File: src/rtl/cltk_pkg.sv
package cltk_pkg;

	localparam int ARG_LIMIT_DEFAULT = 32;

	localparam logic [7:0] CH_NUL    = 8'h00;
	localparam logic [7:0] CH_SPACE  = 8'h20;
	localparam logic [7:0] CH_TAB    = 8'h09;
	localparam logic [7:0] CH_CR     = 8'h0D;
	localparam logic [7:0] CH_DQUOTE = 8'h22;
	localparam logic [7:0] CH_SQUOTE = 8'h27;
	localparam logic [7:0] CH_BSLASH = 8'h5C;

	typedef struct packed {
		logic [7:0] char_in;
		logic       line_end;
	} item_t;

	typedef struct packed {
		logic       char_valid;
		logic [7:0] char_out;
		logic [5:0] arg_index;
		logic       arg_end;
		logic       line_done;
		logic [5:0] arg_count;
		logic       limit_hit;
	} res_t;

endpackage

File: src/rtl/cltk_in_stage.sv
module cltk_in_stage (
	input  logic             clk,
	input  logic             arst_n,
	input  logic             in_valid,
	output logic             in_ready,
	input  cltk_pkg::item_t  in_item,
	output logic             item_valid,
	output cltk_pkg::item_t  item,
	input  logic             advance
);

	logic            valid_s1;
	cltk_pkg::item_t item_s1;

	assign in_ready   = !valid_s1 || advance;
	assign item_valid = valid_s1;
	assign item       = item_s1;

	always_ff @(posedge clk or negedge arst_n) begin
		if (!arst_n) begin
			valid_s1 <= 1'b0;
		end else if (in_ready) begin
			valid_s1 <= in_valid;
		end
	end

	always_ff @(posedge clk) begin
		if (in_ready && in_valid) begin
			item_s1 <= in_item;
		end
	end

endmodule

File: src/rtl/cltk_parse.sv
module cltk_parse #(
	parameter int ARG_LIMIT = cltk_pkg::ARG_LIMIT_DEFAULT
) (
	input  logic             clk,
	input  logic             arst_n,
	input  logic             step,
	input  cltk_pkg::item_t  item,
	output cltk_pkg::res_t   res
);

	typedef enum logic [2:0] {
		MODE_SKIP,
		MODE_PLAIN,
		MODE_PLAIN_ESC,
		MODE_QUOTED,
		MODE_QUOTED_ESC
	} mode_t;

	mode_t      mode_q, mode_d;
	logic       quote_single_q, quote_single_d;
	logic [5:0] args_done_q, args_done_d;
	logic       limit_q, limit_d;

	logic [7:0] c;
	logic       blank;
	logic       finish;
	logic       emit;
	logic [5:0] args_inc;
	logic       limit_inc;
	logic [7:0] close_quote;

	assign c           = item.char_in;
	assign blank       = (c == cltk_pkg::CH_SPACE) ||
	                     (c >= cltk_pkg::CH_TAB && c <= cltk_pkg::CH_CR);
	assign args_inc    = args_done_q + 6'd1;
	assign limit_inc   = args_inc >= 6'(ARG_LIMIT);
	assign close_quote = quote_single_q ? cltk_pkg::CH_SQUOTE : cltk_pkg::CH_DQUOTE;

	always_comb begin
		mode_d         = mode_q;
		quote_single_d = quote_single_q;
		args_done_d    = args_done_q;
		limit_d        = limit_q;
		finish         = 1'b0;
		emit           = 1'b0;
		res            = '0;
		if (item.line_end || c == cltk_pkg::CH_NUL) begin
			case (mode_q)
				MODE_PLAIN, MODE_PLAIN_ESC, MODE_QUOTED, MODE_QUOTED_ESC: finish = 1'b1;
				default: finish = 1'b0;
			endcase
			res.line_done  = 1'b1;
			res.arg_end    = finish;
			res.arg_index  = finish ? args_done_q : 6'd0;
			res.arg_count  = finish ? args_inc : args_done_q;
			res.limit_hit  = limit_q || (finish && limit_inc);
			mode_d         = MODE_SKIP;
			quote_single_d = 1'b0;
			args_done_d    = '0;
			limit_d        = 1'b0;
		end else begin
			if (!limit_q) begin
				case (mode_q)
					MODE_PLAIN_ESC: begin
						emit   = 1'b1;
						mode_d = MODE_PLAIN;
					end
					MODE_QUOTED_ESC: begin
						emit   = 1'b1;
						mode_d = MODE_QUOTED;
					end
					MODE_PLAIN: begin
						if (c == cltk_pkg::CH_BSLASH) begin
							mode_d = MODE_PLAIN_ESC;
						end else if (blank) begin
							finish = 1'b1;
						end else begin
							emit = 1'b1;
						end
					end
					MODE_QUOTED: begin
						if (c == cltk_pkg::CH_BSLASH) begin
							mode_d = MODE_QUOTED_ESC;
						end else if (c == close_quote) begin
							finish = 1'b1;
						end else begin
							emit = 1'b1;
						end
					end
					default: begin
						if (blank) begin
							mode_d = MODE_SKIP;
						end else if (c == cltk_pkg::CH_DQUOTE || c == cltk_pkg::CH_SQUOTE) begin
							mode_d         = MODE_QUOTED;
							quote_single_d = (c == cltk_pkg::CH_SQUOTE);
						end else if (c == cltk_pkg::CH_BSLASH) begin
							mode_d = MODE_PLAIN_ESC;
						end else begin
							emit   = 1'b1;
							mode_d = MODE_PLAIN;
						end
					end
				endcase
			end
			if (finish) begin
				args_done_d = args_inc;
				limit_d     = limit_inc;
				mode_d      = MODE_SKIP;
			end
			res.char_valid = emit;
			res.char_out   = emit ? c : 8'd0;
			res.arg_end    = finish;
			res.arg_index  = (emit || finish) ? args_done_q : 6'd0;
			res.arg_count  = args_done_d;
			res.limit_hit  = limit_d;
		end
	end

	always_ff @(posedge clk or negedge arst_n) begin
		if (!arst_n) begin
			mode_q         <= MODE_SKIP;
			quote_single_q <= 1'b0;
			args_done_q    <= '0;
			limit_q        <= 1'b0;
		end else if (step) begin
			mode_q         <= mode_d;
			quote_single_q <= quote_single_d;
			args_done_q    <= args_done_d;
			limit_q        <= limit_d;
		end
	end

endmodule

File: src/rtl/cltk_out_stage.sv
module cltk_out_stage (
	input  logic            clk,
	input  logic            arst_n,
	input  logic            load,
	input  cltk_pkg::res_t  res,
	output logic            load_ready,
	output logic            out_valid,
	input  logic            out_ready,
	output cltk_pkg::res_t  out_res
);

	logic           valid_s2;
	cltk_pkg::res_t res_s2;

	assign load_ready = !valid_s2 || out_ready;
	assign out_valid  = valid_s2;
	assign out_res    = res_s2;

	always_ff @(posedge clk or negedge arst_n) begin
		if (!arst_n) begin
			valid_s2 <= 1'b0;
		end else if (load_ready) begin
			valid_s2 <= load;
		end
	end

	always_ff @(posedge clk) begin
		if (load) begin
			res_s2 <= res;
		end
	end

endmodule

File: src/rtl/command_line_tokenizer_top.sv
// Throughput: one request per cycle when the master side does not stall; the parser mode
// register updates once per request. A request passes the input register, the parser and
// the output register. Backpressure on the master side stalls the input register, which holds
// its request. Reset (arst_n low, asynchronous): both stages empty, parser back to whitespace
// skipping, argument count and limit flag cleared.
module command_line_tokenizer_top #(
	parameter int ARG_LIMIT = cltk_pkg::ARG_LIMIT_DEFAULT
) (
	input  logic        clk,
	input  logic        arst_n,
	input  logic        s_axis_tvalid,
	output logic        s_axis_tready,
	input  logic [7:0]  s_axis_tdata,  // char_in[7:0]
	input  logic        s_axis_tlast,  // line_end
	output logic        m_axis_tvalid,
	input  logic        m_axis_tready,
	output logic [23:0] m_axis_tdata,  // char_out[7:0], arg_index[13:8], arg_count[19:14], zero
	output logic [2:0]  m_axis_tuser,  // char_valid[0], arg_end[1], limit_hit[2]
	output logic        m_axis_tlast   // line_done
);

	cltk_pkg::item_t in_item;
	cltk_pkg::item_t item;
	cltk_pkg::res_t  res;
	cltk_pkg::res_t  out_res;
	logic            item_valid;
	logic            load_ready;
	logic            advance;

	assign in_item.char_in  = s_axis_tdata;
	assign in_item.line_end = s_axis_tlast;
	assign advance          = item_valid && load_ready;

	cltk_in_stage u_in (
		.clk        (clk),
		.arst_n     (arst_n),
		.in_valid   (s_axis_tvalid),
		.in_ready   (s_axis_tready),
		.in_item    (in_item),
		.item_valid (item_valid),
		.item       (item),
		.advance    (advance)
	);

	cltk_parse #(
		.ARG_LIMIT (ARG_LIMIT)
	) u_parse (
		.clk    (clk),
		.arst_n (arst_n),
		.step   (advance),
		.item   (item),
		.res    (res)
	);

	cltk_out_stage u_out (
		.clk        (clk),
		.arst_n     (arst_n),
		.load       (advance),
		.res        (res),
		.load_ready (load_ready),
		.out_valid  (m_axis_tvalid),
		.out_ready  (m_axis_tready),
		.out_res    (out_res)
	);

	assign m_axis_tdata = {4'd0, out_res.arg_count, out_res.arg_index, out_res.char_out};
	assign m_axis_tuser = {out_res.limit_hit, out_res.arg_end, out_res.char_valid};
	assign m_axis_tlast = out_res.line_done;

endmodule
File: config.mk
export PLATFORM = sky130hd
export DESIGN_NAME = command_line_tokenizer_top
export DESIGN_NICKNAME = d
export VERILOG_FILES = /design/src/rtl/cltk_pkg.sv /design/src/rtl/cltk_in_stage.sv /design/src/rtl/cltk_parse.sv /design/src/rtl/cltk_out_stage.sv /design/src/rtl/command_line_tokenizer_top.sv
export SDC_FILE = /design/constraint.sdc
export NUM_CORES = 1
export LEC_CHECK = 0
export BUFFER_PORTS_ARGS = -buffer_cell sky130_fd_sc_hd__buf_2
export CAP_MARGIN = 10
export CORE_ASPECT_RATIO = 1.75
export CORE_UTILIZATION = 48
export CTS_CLUSTER_SIZE = 12
export DETAILED_ROUTE_END_ITERATION = 10
export PLACE_DENSITY_LB_ADDON = 0.2
export SLEW_MARGIN = 20
export SYNTH_ARGS = -nofsm -noshare
export SYNTH_HDL_FRONTEND = slang
export SYNTH_SLANG_ARGS = --single-unit
export TNS_END_PERCENT = 30
File: constraint.sdc
create_clock -name clk -period 2.4 [get_ports clk]
set_clock_uncertainty 0.05 [all_clocks]
set_input_delay 0.12 -clock clk [delete_from_list [all_inputs] [get_ports clk]]
set_output_delay 0.12 -clock clk [all_outputs]
set_load 0.02 [all_outputs]
==> impl_summary.md <==
Power
Power spread over the standard cell area amounts to 655 mW/mm². The peak ir drop on the vdd network is 0.562 mV. The leakage power is 0.00120 µW.

Hold path
The path type of the worst min-delay path is primary input to flop.

Yosys
The share of synthesized area occupied by flip-flops and latches is 56.5%. In the synthesized netlist, the number of instances is 201. The number of flops mapped to enable cells by yosys is 33. The mean instance size in the synthesized netlist is 11.6 µm².

During synthesis, Yosys emitted a total of 0 warnings. After synthesis, the share of flip-flops with an asynchronous set or reset is 28.3%. The number of storage elements in the synthesis netlist is 46. The number of unique standard cell types used by synthesis is 54.

The most used flip-flop cell after synthesis is edfxtp_1. The synthesized netlist occupies a cell area of 0.00233 mm².

STA
Setup repair after global routing left no endpoint under its margin. Setup violations remaining at the end of the flow were counted as 0. The hold violation count in the final report came to 0. For the final routed database, the setup TNS stands at 0 ns. The fmax is 0.430 GHz. The portion of the clock cycle consumed by the worst path in the final layout is 96.9%. The clock period could shrink to 2.33 ns.

The max-slew violation count is 0.

Floorplan
The x dimension of the die is 54.7 µm. The die height is 94.1 µm. The initial standard-cell utilization of the core is 49.9%. The number of placement rows is 33. The number of placed I/O pins is 43. The total area inside the core boundary comes to 0.00467 mm². The die covers 0.00514 mm².

Place
Port buffering added 38 buffers. Routability-driven placement finished with a final weighted congestion of 0.907. The number of placed instances, taps included, is 301.

Once detailed placement completed, the half-perimeter wirelength came to 3.62 mm.

Final layout
The area overhead of the layout relative to synthesis is 23.9%. The fraction of layout cells with a size suffix above 1 is 30.7%. In the layout the commonest cells are 38 x buf_2, 33 x edfxtp_1, 23 x buf_4, 14 x nand2_1, 14 x o21ai_0.

Leaving out fill and tap cells, the most frequent cell in the layout is buf_2. The repair_antennas step left the layout with diodes totalling 0. The post-layout net count is 284. For this run, the number of standard cells in the final layout without fillers is 322.

Clock tree
The source-to-sink clock delay at the later pin of the worst-skew pair is 0.30 ns. The root buffer cell chosen for the clock tree is clkbuf_8. TritonCTS built the clock tree. The level count of the clock H-tree is 2.

The clock transition at the registers of the reported paths is 0.09 ns. Counting along the longest clock path gives a buffer depth of 2. The clock drives 46 sinks. The number of buffers created by CTS is 5.

Setup path
The largest single stage delay on the critical path is 0.46 ns. On the critical path, the stage with the largest delay is an instance of edfxtp_1. The signal on the critical path passes through or3_4, and4_1, o31a_1, buf_4, mux2_2, o21a_1.

The worst setup path is captured at a flop. The required time at the worst-slack endpoint is 2.41 ns. The biggest fanout along the worst timing path is 6. The path type of the worst setup path is flop to flop. The element type at the critical path start is a flop. STA puts the critical path data arrival time at 2.34 ns.

Run status
The flow ran to the end, and the final reports show no timing, DRC or antenna violations.

Routing
Once detail routing completed, the nets flagged for antenna violations numbered 0. The number of violations reported at the end of detailed-routing iteration 0 is 77. The total DRC errors in the routed layout is 0.

The first detailed-routing pass ran for 4 iterations. After detailed routing, the average wire length per cell comes to 15.1 µm. Summed over all layers, the routed wires come to 4.86 mm. Detailed routing inserted a total of 1791 vias. In the routed layout, each cell is associated on average with a via count of 5.56.

Global route
The initial antenna violation count came to 0. The first global-routing pass estimated 7.72 mm of wire. Entering global routing, the biggest net connects 16 pins. The global router's overall resource usage is 21.5%.

The number of global-route vias before repair is 1732. For this run the aggregate overflow at the end of global routing stands at 0.

Flow run
Max-cap violations in this run came to 0.
state kept, by name (all words and copies together), names as in the netlist:
signal	cells
u_out.out_res	24
u_parse.limit_q	1
u_in.item	9
u_parse.mode_q	3
u_parse.quote_single_q	1
u_out.out_valid	1
u_parse.args_done_q	6
u_in.item_valid	1
kinds of logic after synthesis:
kind of cell,after synthesis,share of synthesized area (%)
multiplexers,2,1.29
AND/OR/NAND/NOR,75,19.1
other,1,0.161
flip-flops,46,56.5
buffers and inverters,20,5.43
AO/OA/AOI/OAI,47,13.4
XOR/XNOR,8,3.01
adder cells (fa/ha/maj),2,1.07
timing repair:
action,4_1_cts,5_1_grt
setup endpoints to repair,0,1
endpoints found under the hold margin,23,0
hold buffers,11,0
buffers inserted,0,1
gates resized for setup,0,1
cells in the mapped netlist (2+ instances only):
library cell   n  area [µm²]
inv_1          5        18.8
o21a_1         5        37.5
o22ai_1        2        12.5
nor3b_1        2        15.0
a21oi_1        5        25.0
nor3_1         2        10.0
nand2b_1       8        50.1
buf_4          5        37.5
nor2_1         8        30.0
a211oi_1       4        30.0
and4_1         3        26.3
buf_2          2        10.0
and3_1        10        62.6
clkbuf_1       3        11.3
edfxtp_1      33         991
and2_1         2        12.5
buf_6          4        45.0
dfrtp_1       13         325
nand3b_1       2        15.0
a22oi_1        2        15.0
mux2_4         2        30.0
o31ai_1        4        30.0
nand4_1        3        18.8
nor3_2         2        20.0
ha_1           2        25.0
nand2_1       14        52.6
o21ai_0       14        70.1
xnor2_1        7        61.3
nand3_1        8        40.0
path summary, 6_finish.rpt:
path                                  from                     end  slack (ns)  depth (start not counted)
max                           u_in.item[3]       u_out.out_res[13]        0.07                          6
min                          m_axis_tready         u_out.out_valid        0.05                          3
max reg2reg                   u_in.item[3]       u_out.out_res[13]        0.07                          6
min reg2reg                u_in.item_valid         u_out.out_valid        0.46                          1
max in group asynchronous           arst_n         u_parse.limit_q        1.88                          2
min in group asynchronous           arst_n  u_parse.args_done_q[0]        0.19                          2
power by group:
group | internal [µW] | leakage [µW] | switching, µW
combinational | 178 | 0.000654 | 272
sequential | 925 | 0.000499 | 43.0
clock | 205 | 0.0000441 | 267
total | 1310 | 0.00120 | 583
metal layers:
layer / GRT usage (%) / share of wire [%]
met1: 20.5 / 36
met2: 38.8 / 57
met3: 4.53 / 3.5
met4: 12.8 / 3.8
met5: 0 / 0
stage by stage:
step | hold slack, ns | utilization [%] | worst slack, ns | total power [µW] | area, µm²
detailed placement | -0.0192 | 57.0 | 0.0578 | 1410 | 2660
floorplan | -0.226 | - | 0.0129 | 1270 | 2350
CTS | 0.0506 | 61.3 | 0.0526 | 1890 | 2860
global placement | -0.0231 | 57.0 | 0.111 | 1400 | 2660
finish | 0.0497 | 61.8 | 0.0736 | 1890 | 2890
global route | 0.0825 | 61.8 | 0.00472 | 1990 | 2890
area by class of cell:
| class | count | area (µm²) |
|---|---|---|
| Inverter | 5 | 18.8 |
| Fill cell | 416 | 1780 |
| Multi-Input combinational cell | 139 | 922 |
| Tap cell | 52 | 65.1 |
| Sequential cell | 46 | 1320 |
| Timing Repair Buffer | 72 | 473 |
| Clock inverter | 3 | 21.3 |
| Clock buffer | 5 | 68.8 |
worst max-delay path, delay by kind of cell, from the launching register on:
kind | cells | cell delay [ns]
AND/OR/NAND/NOR | 2 | 0.64
AO/OA/AOI/OAI | 2 | 0.49
flip-flops | 1 | 0.46
multiplexers | 1 | 0.31
buffers and inverters | 1 | 0.15
Power figures use the tool's default switching activity.
